<file path="src/rtl/texture_channel_to_float_defines.svh">
// ----------------------------------------------------------------------------
// texture_channel_to_float_defines: assertion macros
// Shared property shorthands for the channel converter; clk and rst_n are
// taken from the scope where a macro is used.
// ----------------------------------------------------------------------------
`ifndef TEXTURE_CHANNEL_TO_FLOAT_DEFINES_SVH
`define TEXTURE_CHANNEL_TO_FLOAT_DEFINES_SVH

// same-cycle implication
`define TCF_ASSERT_NOW(label, ante, cons, msg) \
    label: assert property (@(posedge clk) disable iff (!rst_n) (ante) |-> (cons)) \
        else $error(msg);

// next-cycle implication
`define TCF_ASSERT_NEXT(label, ante, cons, msg) \
    label: assert property (@(posedge clk) disable iff (!rst_n) (ante) |=> (cons)) \
        else $error(msg);

`endif

</file>
<file path="src/rtl/tcf_pkg.sv">
// ----------------------------------------------------------------------------
// tcf_pkg: shared types and constants
// Stage payloads, channel type codes and fp32 patterns of the converter.
// ----------------------------------------------------------------------------
package tcf_pkg;

    localparam int PIXEL_WIDTH = 64;
    localparam int IN_TDATA_W  = ((PIXEL_WIDTH + 7) / 8) * 8;
    localparam int FIELD_W     = 32;
    localparam int OUT_TDATA_W = 32;

    // fp32 patterns
    localparam logic [31:0] QNAN_BITS    = 32'h7FC0_0000;
    localparam logic [31:0] ONE_BITS     = 32'h3F80_0000;
    localparam logic [31:0] NEG_ONE_BITS = 32'hBF80_0000;
    localparam logic [31:0] INF_BITS     = 32'h7F80_0000;

    // channel type codes
    typedef enum logic [2:0] {
        CH_UNORM  = 3'd0,
        CH_SNORM  = 3'd1,
        CH_SFLOAT = 3'd2,
        CH_UFLOAT = 3'd3,
        CH_UINT   = 3'd4
    } chan_type_t;

    // configuration register indexes
    typedef enum logic [1:0] {
        REG_OFFSET = 2'd0,
        REG_WIDTH  = 2'd1,
        REG_TYPE   = 2'd2
    } reg_index_t;

    // after extraction
    typedef struct packed {
        logic [FIELD_W-1:0] field;
        logic [5:0]         width;
        logic [2:0]         ctype;
    } s1_t;

    // after classification
    typedef struct packed {
        logic        ratio;
        logic        sign;
        logic [23:0] num;
        logic [4:0]  m;
        logic [31:0] res;
        logic        bad;
    } s2_t;

    // ratio expansion stages
    typedef struct packed {
        logic        ratio;
        logic        sign;
        logic [31:0] word;
        logic [4:0]  m;
        logic [7:0]  exp;
        logic [31:0] res;
        logic        bad;
    } rep_t;

endpackage

</file>
<file path="src/rtl/tcf_extract.sv">
// ----------------------------------------------------------------------------
// tcf_extract: channel field extraction
// Shifts the pixel word down by the channel offset and masks to the width.
// ----------------------------------------------------------------------------
module tcf_extract (
    input  logic                          clk,
    input  logic                          rst_n,
    input  logic                          in_valid,
    output logic                          in_ready,
    input  logic [tcf_pkg::PIXEL_WIDTH-1:0] pixel,
    input  logic [5:0]                    offset,
    input  logic [5:0]                    width,
    input  logic [2:0]                    ctype,
    output logic                          out_valid,
    input  logic                          out_ready,
    output tcf_pkg::s1_t                  out_data
);

    logic                                              valid_reg;
    tcf_pkg::s1_t                                      data_reg;
    tcf_pkg::s1_t                                      data_next;
    logic [tcf_pkg::PIXEL_WIDTH+tcf_pkg::FIELD_W-1:0]  ext;
    logic [tcf_pkg::PIXEL_WIDTH+tcf_pkg::FIELD_W-1:0]  shifted;
    logic [tcf_pkg::FIELD_W:0]                         mask_wide;

    assign in_ready  = !valid_reg || out_ready;
    assign out_valid = valid_reg;
    assign out_data  = data_reg;

    // bits above the pixel read as zero; widths past the field keep all bits
    always_comb
    begin
        ext       = {{tcf_pkg::FIELD_W{1'b0}}, pixel};
        shifted   = ext >> offset;
        mask_wide = ({{tcf_pkg::FIELD_W{1'b0}}, 1'b1} << width) - 1'b1;
        data_next.field = shifted[tcf_pkg::FIELD_W-1:0] & mask_wide[tcf_pkg::FIELD_W-1:0];
        data_next.width = width;
        data_next.ctype = ctype;
    end

    always_ff @(posedge clk or negedge rst_n)
    begin
        if (!rst_n)
            valid_reg <= 1'b0;
        else if (in_ready)
            valid_reg <= in_valid;
    end

    always_ff @(posedge clk)
    begin
        if (in_ready && in_valid)
            data_reg <= data_next;
    end

endmodule

</file>
<file path="src/rtl/tcf_classify.sv">
// ----------------------------------------------------------------------------
// tcf_classify: type decode and direct conversions
// Resolves float types, zero, one and clamp cases; hands the remaining
// normalized fractions on as numerator and period length.
// ----------------------------------------------------------------------------
module tcf_classify (
    input  logic         clk,
    input  logic         rst_n,
    input  logic         in_valid,
    output logic         in_ready,
    input  tcf_pkg::s1_t in_data,
    output logic         out_valid,
    input  logic         out_ready,
    output tcf_pkg::s2_t out_data
);

    logic          valid_reg;
    tcf_pkg::s2_t  data_reg;
    tcf_pkg::s2_t  data_next;
    logic [31:0]   v;
    logic [5:0]    n;
    logic          norm_ok;
    logic [24:0]   field25;
    logic [24:0]   pow_n;
    logic [24:0]   d_u;
    logic [24:0]   d_s;
    logic [24:0]   mag;
    logic          neg;

    // small float with 5-bit exponent, mantissa left-aligned to 10 bits
    function automatic logic [31:0] small_to_fp32(input logic sgn, input logic [4:0] e,
                                                  input logic [9:0] m10);
        logic [3:0]  p;
        logic [32:0] sh;
        logic [31:0] r;
        p  = 4'd0;
        sh = '0;
        for (int i = 0; i < 10; i++)
        begin
            if (m10[i])
                p = 4'(i);
        end
        if (e == 5'd0)
        begin
            if (m10 == 10'd0)
                r = {sgn, 31'd0};
            else
            begin
                sh = {23'd0, m10} << (5'd23 - {1'b0, p});
                r  = {sgn, 8'd103 + {4'd0, p}, sh[22:0]};
            end
        end
        else if (e != 5'd31)
            r = {sgn, {3'd0, e} + 8'd112, m10, 13'd0};
        else if (m10 == 10'd0)
            r = {sgn, 31'd0} | tcf_pkg::INF_BITS;
        else
            r = tcf_pkg::QNAN_BITS;
        return r;
    endfunction

    assign in_ready  = !valid_reg || out_ready;
    assign out_valid = valid_reg;
    assign out_data  = data_reg;

    // shared terms of the normalized types
    always_comb
    begin
        v       = in_data.field;
        n       = in_data.width;
        norm_ok = (n != 6'd0) && (n <= 6'd24);
        field25 = v[24:0];
        pow_n   = 25'd1 << n;
        d_u     = pow_n - 25'd1;
        d_s     = (pow_n >> 1) - 25'd1;
        mag     = pow_n - field25;
        neg     = |(field25 & (pow_n >> 1));
    end

    // per-type decode
    always_comb
    begin
        data_next.ratio = 1'b0;
        data_next.sign  = 1'b0;
        data_next.num   = field25[23:0];
        data_next.m     = n[4:0];
        data_next.res   = tcf_pkg::QNAN_BITS;
        data_next.bad   = 1'b0;
        case (in_data.ctype)
            tcf_pkg::CH_UNORM:
            begin
                if (!norm_ok)
                    data_next.bad = 1'b1;
                else if (field25 == 25'd0)
                    data_next.res = 32'd0;
                else if (field25 >= d_u)
                    data_next.res = tcf_pkg::ONE_BITS;
                else
                    data_next.ratio = 1'b1;
            end
            tcf_pkg::CH_SNORM:
            begin
                data_next.m = n[4:0] - 5'd1;
                if (!norm_ok)
                    data_next.bad = 1'b1;
                else if (neg)
                begin
                    data_next.num = mag[23:0];
                    if (mag >= d_s)
                        data_next.res = tcf_pkg::NEG_ONE_BITS;
                    else
                    begin
                        data_next.ratio = 1'b1;
                        data_next.sign  = 1'b1;
                    end
                end
                else if (field25 == 25'd0)
                    data_next.res = 32'd0;
                else if (field25 >= d_s)
                    data_next.res = tcf_pkg::ONE_BITS;
                else
                    data_next.ratio = 1'b1;
            end
            tcf_pkg::CH_SFLOAT:
            begin
                if (n == 6'd32)
                begin
                    if ((&v[30:23]) && (|v[22:0]))
                        data_next.res = tcf_pkg::QNAN_BITS;
                    else
                        data_next.res = v;
                end
                else if (n == 6'd16)
                    data_next.res = small_to_fp32(v[15], v[14:10], v[9:0]);
                else
                    data_next.bad = 1'b1;
            end
            tcf_pkg::CH_UFLOAT:
            begin
                if (n == 6'd11)
                    data_next.res = small_to_fp32(1'b0, v[10:6], {v[5:0], 4'd0});
                else if (n == 6'd10)
                    data_next.res = small_to_fp32(1'b0, v[9:5], {v[4:0], 5'd0});
                else
                    data_next.bad = 1'b1;
            end
            default:
                data_next.bad = 1'b1;
        endcase
        if (data_next.bad)
            data_next.res = tcf_pkg::QNAN_BITS;
    end

    always_ff @(posedge clk or negedge rst_n)
    begin
        if (!rst_n)
            valid_reg <= 1'b0;
        else if (in_ready)
            valid_reg <= in_valid;
    end

    always_ff @(posedge clk)
    begin
        if (in_ready && in_valid)
            data_reg <= data_next;
    end

endmodule

</file>
<file path="src/rtl/tcf_ratio.sv">
// ----------------------------------------------------------------------------
// tcf_ratio: repeating fraction expansion
// num / (2^m - 1) is the m-bit numerator repeated forever in binary. Three
// stages: normalize one period, then replicate it by doubling (m, 2m / 4m, 8m).
// ----------------------------------------------------------------------------
module tcf_ratio (
    input  logic          clk,
    input  logic          rst_n,
    input  logic          in_valid,
    output logic          in_ready,
    input  tcf_pkg::s2_t  in_data,
    output logic          out_valid,
    input  logic          out_ready,
    output tcf_pkg::rep_t out_data
);

    logic          v3_reg;
    logic          v4_reg;
    logic          v5_reg;
    logic          rdy3;
    logic          rdy4;
    logic          rdy5;
    tcf_pkg::rep_t d3_reg;
    tcf_pkg::rep_t d4_reg;
    tcf_pkg::rep_t d5_reg;
    tcf_pkg::rep_t d3_next;
    tcf_pkg::rep_t d4_next;
    tcf_pkg::rep_t d5_next;
    logic [4:0]    lz;
    logic [23:0]   period;
    logic [31:0]   y1;
    logic [31:0]   y3;

    assign rdy5      = !v5_reg || out_ready;
    assign rdy4      = !v4_reg || rdy5;
    assign rdy3      = !v3_reg || rdy4;
    assign in_ready  = rdy3;
    assign out_valid = v5_reg;
    assign out_data  = d5_reg;

    // stage 3: leading-one normalize, exponent from leading position
    always_comb
    begin
        lz = 5'd0;
        for (int i = 0; i < 24; i++)
        begin
            if (in_data.num[i])
                lz = 5'(23 - i);
        end
        period        = in_data.num << lz;
        d3_next.ratio = in_data.ratio;
        d3_next.sign  = in_data.sign;
        d3_next.word  = {period, 8'd0};
        d3_next.m     = in_data.m;
        d3_next.exp   = 8'd150 - {3'd0, lz} - {3'd0, in_data.m};
        d3_next.res   = in_data.res;
        d3_next.bad   = in_data.bad;
    end

    // stage 4: copies at m and 2m
    always_comb
    begin
        d4_next      = d3_reg;
        y1           = d3_reg.word | (d3_reg.word >> d3_reg.m);
        d4_next.word = y1 | (y1 >> {d3_reg.m, 1'b0});
    end

    // stage 5: copies at 4m and 8m
    always_comb
    begin
        d5_next      = d4_reg;
        y3           = d4_reg.word | (d4_reg.word >> {d4_reg.m, 2'b0});
        d5_next.word = y3 | (y3 >> {d4_reg.m, 3'b0});
    end

    always_ff @(posedge clk or negedge rst_n)
    begin
        if (!rst_n)
        begin
            v3_reg <= 1'b0;
            v4_reg <= 1'b0;
            v5_reg <= 1'b0;
        end
        else
        begin
            if (rdy3)
                v3_reg <= in_valid;
            if (rdy4)
                v4_reg <= v3_reg;
            if (rdy5)
                v5_reg <= v4_reg;
        end
    end

    always_ff @(posedge clk)
    begin
        if (rdy3 && in_valid)
            d3_reg <= d3_next;
        if (rdy4 && v3_reg)
            d4_reg <= d4_next;
        if (rdy5 && v4_reg)
            d5_reg <= d5_next;
    end

endmodule

</file>
<file path="src/rtl/tcf_round.sv">
// ----------------------------------------------------------------------------
// tcf_round: round and output register
// Rounds the 24-bit significand on its guard bit (the tail is never exact)
// and holds the result for the master side.
// ----------------------------------------------------------------------------
`include "texture_channel_to_float_defines.svh"

module tcf_round (
    input  logic          clk,
    input  logic          rst_n,
    input  logic          in_valid,
    output logic          in_ready,
    input  tcf_pkg::rep_t in_data,
    output logic          out_valid,
    input  logic          out_ready,
    output logic [31:0]   float_bits,
    output logic          unsupported
);

    logic        valid_reg;
    logic [31:0] bits_reg;
    logic        bad_reg;
    logic [31:0] bits_next;
    logic [24:0] q;
    logic [7:0]  exp_r;
    logic [22:0] mant_r;

    assign in_ready    = !valid_reg || out_ready;
    assign out_valid   = valid_reg;
    assign float_bits  = bits_reg;
    assign unsupported = bad_reg;

    // round to nearest, carry into exponent on significand overflow
    always_comb
    begin
        q      = {1'b0, in_data.word[31:8]} + {24'd0, in_data.word[7]};
        exp_r  = q[24] ? in_data.exp + 8'd1 : in_data.exp;
        mant_r = q[24] ? 23'd0 : q[22:0];
        bits_next = in_data.ratio ? {in_data.sign, exp_r, mant_r} : in_data.res;
    end

    always_ff @(posedge clk or negedge rst_n)
    begin
        if (!rst_n)
            valid_reg <= 1'b0;
        else if (in_ready)
            valid_reg <= in_valid;
    end

    always_ff @(posedge clk)
    begin
        if (in_ready && in_valid)
        begin
            bits_reg <= bits_next;
            bad_reg  <= in_data.bad;
        end
    end

    `TCF_ASSERT_NOW(a_ratio_normalized, in_valid && in_data.ratio, in_data.word[31], "ratio significand lost its leading one")
    `TCF_ASSERT_NOW(a_ratio_supported, in_valid && in_data.ratio, !in_data.bad, "ratio path taken for an unsupported channel")

endmodule

</file>
<file path="src/rtl/texture_channel_to_float.sv">
// ----------------------------------------------------------------------------
// texture_channel_to_float: texture channel to fp32 converter
// Extracts one channel from a pixel word and converts unorm, snorm, half,
// fp32 and small unsigned floats to an IEEE single precision pattern.
// ----------------------------------------------------------------------------
// Channel   Dir  Fields
// s_axis    in   tdata: pixel_word[63:0]
// m_axis    out  tdata: float_bits[31:0]; tuser: unsupported[0]
// cfg       in   cfg_we, cfg_index (0 offset, 1 width, 2 type), cfg_wdata[5:0]
//
// One transaction per cycle while m_axis is not stalled; each item passes the register
// stages in order (extract, classify, normalize, replicate x2, round/output).
// Reset clears all stage valids; config resets to offset 0, width 8, unorm.
// A stall on m_axis backs up stage by stage; each stage keeps its item
// until the next one has room, so nothing is dropped or repeated.
// ----------------------------------------------------------------------------
`include "texture_channel_to_float_defines.svh"

module texture_channel_to_float (
    input  logic                           clk,
    input  logic                           rst_n,
    input  logic                           s_axis_tvalid,
    output logic                           s_axis_tready,
    input  logic [tcf_pkg::IN_TDATA_W-1:0] s_axis_tdata,   // pixel_word
    output logic                           m_axis_tvalid,
    input  logic                           m_axis_tready,
    output logic [tcf_pkg::OUT_TDATA_W-1:0] m_axis_tdata,  // float_bits
    output logic [0:0]                     m_axis_tuser,   // unsupported
    input  logic                           cfg_we,
    input  logic [1:0]                     cfg_index,
    input  logic [5:0]                     cfg_wdata
);

    logic [5:0]    chan_offset_reg;
    logic [5:0]    chan_width_reg;
    logic [2:0]    chan_type_reg;
    logic          v1;
    logic          r1;
    logic          v2;
    logic          r2;
    logic          v5;
    logic          r5;
    tcf_pkg::s1_t  d1;
    tcf_pkg::s2_t  d2;
    tcf_pkg::rep_t d5;

    // configuration registers
    always_ff @(posedge clk or negedge rst_n)
    begin
        if (!rst_n)
        begin
            chan_offset_reg <= 6'd0;
            chan_width_reg  <= 6'd8;
            chan_type_reg   <= tcf_pkg::CH_UNORM;
        end
        else if (cfg_we)
        begin
            unique case (cfg_index)
                tcf_pkg::REG_OFFSET: chan_offset_reg <= cfg_wdata;
                tcf_pkg::REG_WIDTH:  chan_width_reg  <= cfg_wdata;
                tcf_pkg::REG_TYPE:   chan_type_reg   <= cfg_wdata[2:0];
                default:             chan_offset_reg <= chan_offset_reg;
            endcase
        end
    end

    // pipeline
    tcf_extract u_extract (
        .clk       (clk),
        .rst_n     (rst_n),
        .in_valid  (s_axis_tvalid),
        .in_ready  (s_axis_tready),
        .pixel     (s_axis_tdata[tcf_pkg::PIXEL_WIDTH-1:0]),
        .offset    (chan_offset_reg),
        .width     (chan_width_reg),
        .ctype     (chan_type_reg),
        .out_valid (v1),
        .out_ready (r1),
        .out_data  (d1)
    );

    tcf_classify u_classify (
        .clk       (clk),
        .rst_n     (rst_n),
        .in_valid  (v1),
        .in_ready  (r1),
        .in_data   (d1),
        .out_valid (v2),
        .out_ready (r2),
        .out_data  (d2)
    );

    tcf_ratio u_ratio (
        .clk       (clk),
        .rst_n     (rst_n),
        .in_valid  (v2),
        .in_ready  (r2),
        .in_data   (d2),
        .out_valid (v5),
        .out_ready (r5),
        .out_data  (d5)
    );

    tcf_round u_round (
        .clk         (clk),
        .rst_n       (rst_n),
        .in_valid    (v5),
        .in_ready    (r5),
        .in_data     (d5),
        .out_valid   (m_axis_tvalid),
        .out_ready   (m_axis_tready),
        .float_bits  (m_axis_tdata),
        .unsupported (m_axis_tuser[0])
    );

    `TCF_ASSERT_NOW(a_unsupported_is_nan, m_axis_tvalid && m_axis_tuser[0], m_axis_tdata == tcf_pkg::QNAN_BITS, "unsupported result is not the canonical NaN")

endmodule

</file>
<file path="config.mk">
export PLATFORM = sky130hd
export DESIGN_NAME = texture_channel_to_float
export DESIGN_NICKNAME = d
export VERILOG_FILES = /design/src/rtl/tcf_pkg.sv /design/src/rtl/tcf_extract.sv /design/src/rtl/tcf_classify.sv /design/src/rtl/tcf_ratio.sv /design/src/rtl/tcf_round.sv /design/src/rtl/texture_channel_to_float.sv
export VERILOG_INCLUDE_DIRS = /design/src /design/src/rtl
export SDC_FILE = /design/constraint.sdc
export NUM_CORES = 1
export LEC_CHECK = 0
export ABC_AREA = 1
export BUFFER_PORTS_ARGS = -buffer_cell sky130_fd_sc_hd__buf_2
export CORE_MARGIN = 5
export CORE_UTILIZATION = 39
export CTS_CLUSTER_SIZE = 20
export DETAILED_ROUTE_END_ITERATION = 10
export REMOVE_ABC_BUFFERS = 1
export SETUP_SLACK_MARGIN = 0.2
export SYNTH_ARGS = -nofsm -noshare
export SYNTH_HDL_FRONTEND = slang
export SYNTH_HIERARCHICAL = 1
export SYNTH_SLANG_ARGS = --single-unit
export TNS_END_PERCENT = 20
</file>
<file path="constraint.sdc">
create_clock -name clk -period 8.54 [get_ports clk]
set_clock_uncertainty 0.05 [all_clocks]
set_input_delay 0.427 -clock clk [delete_from_list [all_inputs] [get_ports clk]]
set_output_delay 0.427 -clock clk [all_outputs]
set_load 0.01 [all_outputs]
</file>
==> flow_summary.yaml <==
setup_path:
  crit_path_max_incr_delay_ns: 0.50
  cp-start-kind: "register"
  crit_path_cell_trace: "nor2_4, inv_2, nor2_1, inv_1, ha_1, inv_1, nor2_2, inv_2, nor2_1, inv_2, nor2_1, a21oi_1, ha_1, nand2_1, nor2_1, nand2_1, o211ai_1, nand3_1, nand3_1, nand2_1, nand3_1, nand2_1, nor2_1, nand3_1"
  setup.worst_path.end_class: "register"
  cp_slowest_cell: "edfxtp_1"
  worst-path-buf-inv: 5
  crit_path_frequent_cell: "nor2_1"
  crit_start: "u_extract/out_data[8]"
  cp.arrival_ns: 5.21
  crit_path_max_fanout: 8
  timing.rr.start: "u_extract/out_data[8]"
  cp_top_family: "simple AND/OR/NAND/NOR gates"
  required_ns: 8.80
  crit_type: "reg2reg"
routing:
  drc_errors: 0
  drt-total-wl_mm: 96.4
  drtAntennaViolNets: 0
  wl_per_cell_um: 19.1
  num_vias: 28200
  drtIter0Drc: 2843
  viasPerCell: 5.59
  firstDrtPassIters: 6
sta:
  setup_viol: 0
  worst_pin_slew_ns: 1.26
  tns_ns: 0
  fmax_mhz: 202
  hold_viol_final: 0
  fin_crit_ns: 4.95
  period_share: 0.580
  rsz0062_at_grt: "false"
  setup_slack_ns: 3.59
  slew_headroom: 0.154
  final_max_slew_viol_count: 0
layout:
  n_fill_cell: 7702
  largest_register_ffs: 73
  final_common_cell: "nand2_1"
  area_delta_synth_final_pct: 8.63
  drive_gt1_frac: 0.0930
  mostFrequentLayoutCells: "nand2_1, nand3_1, edfxtp_1"
  final_area_um2: 32000
  multi_input_area_um2: 16200
  final_cells: 5044
  seqCellArea_um2: 11100
  n_antenna_cell: 0
  final_nets: 4250
die:
  core_um2: 74700
  fp.dieW_um: 285
  rows: 100
  io_pins: 112
  die_h_um: 285
  die-area_um2: 81200
  initial_core_util: 0.395
power_and_ir_drop:
  powerDensity_nw_per_um2: 299
  peakVddDrop_uv: 152
  leakage_uw: 0.0144
  finalPower_uw: 9580
grt:
  grt_pass1_wl_mm: 149
  grt_overflow: 0
  grt_antenna_before_repair: 0
  grt_pass1_vias: 26200
  grt_start_max_net_pins: 69
  grt_usage: 0.227
place:
  place.gp.congestion: 1.04
  placed_area_um2: 30700
  post-dp-hpwl_mm: 73.3
  post-place-ws_ns: 3.81
  port_buffers: 111
  dp_cells: 4971
clocking:
  cts_tree: "built"
  cts_hold_buf: 1
  cts_root_buf: "clkbuf_16"
  cts.sink_count: 372
  ctsHtreeMaxLevel: 2
  cts_setup_buffers: 0
  clkLatencyLatePin_ns: 0.57
  clockBufferDepth: 3
  cts_resized: 0
  cts_buffers: 40
  clkSlewWorstSetupHoldPaths_ns: 0.07
outcome:
  outcome: "complete, no violations"
synth:
  syn_area_per_cell_um2: 7.30
  postSynthCellCount: 4037
  synth-warning-count: 6
  synthesis.area_um2: 29500
min_path:
  min_from: "s_axis_tvalid"
  hold_path.class: "in2reg"
job:
  cap_violations: 0
## layer usage
layer | vias to the layer above | routed length (µm) | global-route usage
li1 | 13900 | - | -
met1 | 13000 | 40500 | 0.302
met2 | 1170 | 45900 | 0.388
met3 | 190 | 6610 | 0.0260
met4 | 0 | 3410 | 0.0767
met5 | - | 0 | 0
## path summary, 6_finish.rpt
| check | endpoint | slack [ns] | cells after the start |
|---|---|---|---|
| worst max-delay path | u_classify/out_data[31] | 3.59 | 24 |
| worst min-delay path | u_extract/out_valid | 0.04 | 3 |
| worst min register to register | u_ratio/out_data[13] | 0.37 | 0 |
| min in group asynchronous | u_ratio/out_valid | 0.31 | 2 |
| max in group asynchronous | chan_offset_reg[0] | 7.78 | 2 |
| worst max register to register | u_classify/out_data[31] | 3.59 | 24 |
## worst reg2reg max path, cell delays in order, from the launching register on
cell      delay (ns)
edfxtp_1        0.50
nor2_4          0.34
inv_2           0.11
nor2_1          0.47
inv_1           0.29
ha_1            0.31
inv_1           0.19
nor2_2          0.09
inv_2           0.08
nor2_1          0.05
inv_2           0.12
nor2_1          0.05
a21oi_1         0.39
ha_1            0.24
nand2_1         0.06
nor2_1          0.11
nand2_1         0.07
o211ai_1        0.29
nand3_1         0.12
nand3_1         0.25
nand2_1         0.08
nand3_1         0.11
nand2_1         0.07
nor2_1          0.16
nand3_1         0.09
## per-stage QoR
step / util / hold slack (ns)
CTS: 0.429 / 0.0138
finish: 0.429 / 0.0437
floorplan: - / 0.0814
global placement: 0.411 / 0.351
detailed placement: 0.411 / 0.355
global route: 0.429 / 0.0429
## area by class of cell
class                           count  share of cell area
Timing Repair Buffer              145              0.0254
Clock buffer                       43              0.0316
Multi-Input combinational cell   3115               0.505
Sequential cell                   372               0.346
Tap cell                          969              0.0379
Clock inverter                     29              0.0101
Inverter                          371              0.0438
## where the power goes
part           leakage [µW]  switching (µW)  internal [µW]
Clock              0.000653             752           1020
Sequential          0.00365             459           2860
Combinational        0.0101            3120           1370
Total                0.0144            4330           5250
Power figures use the tool's default switching activity.
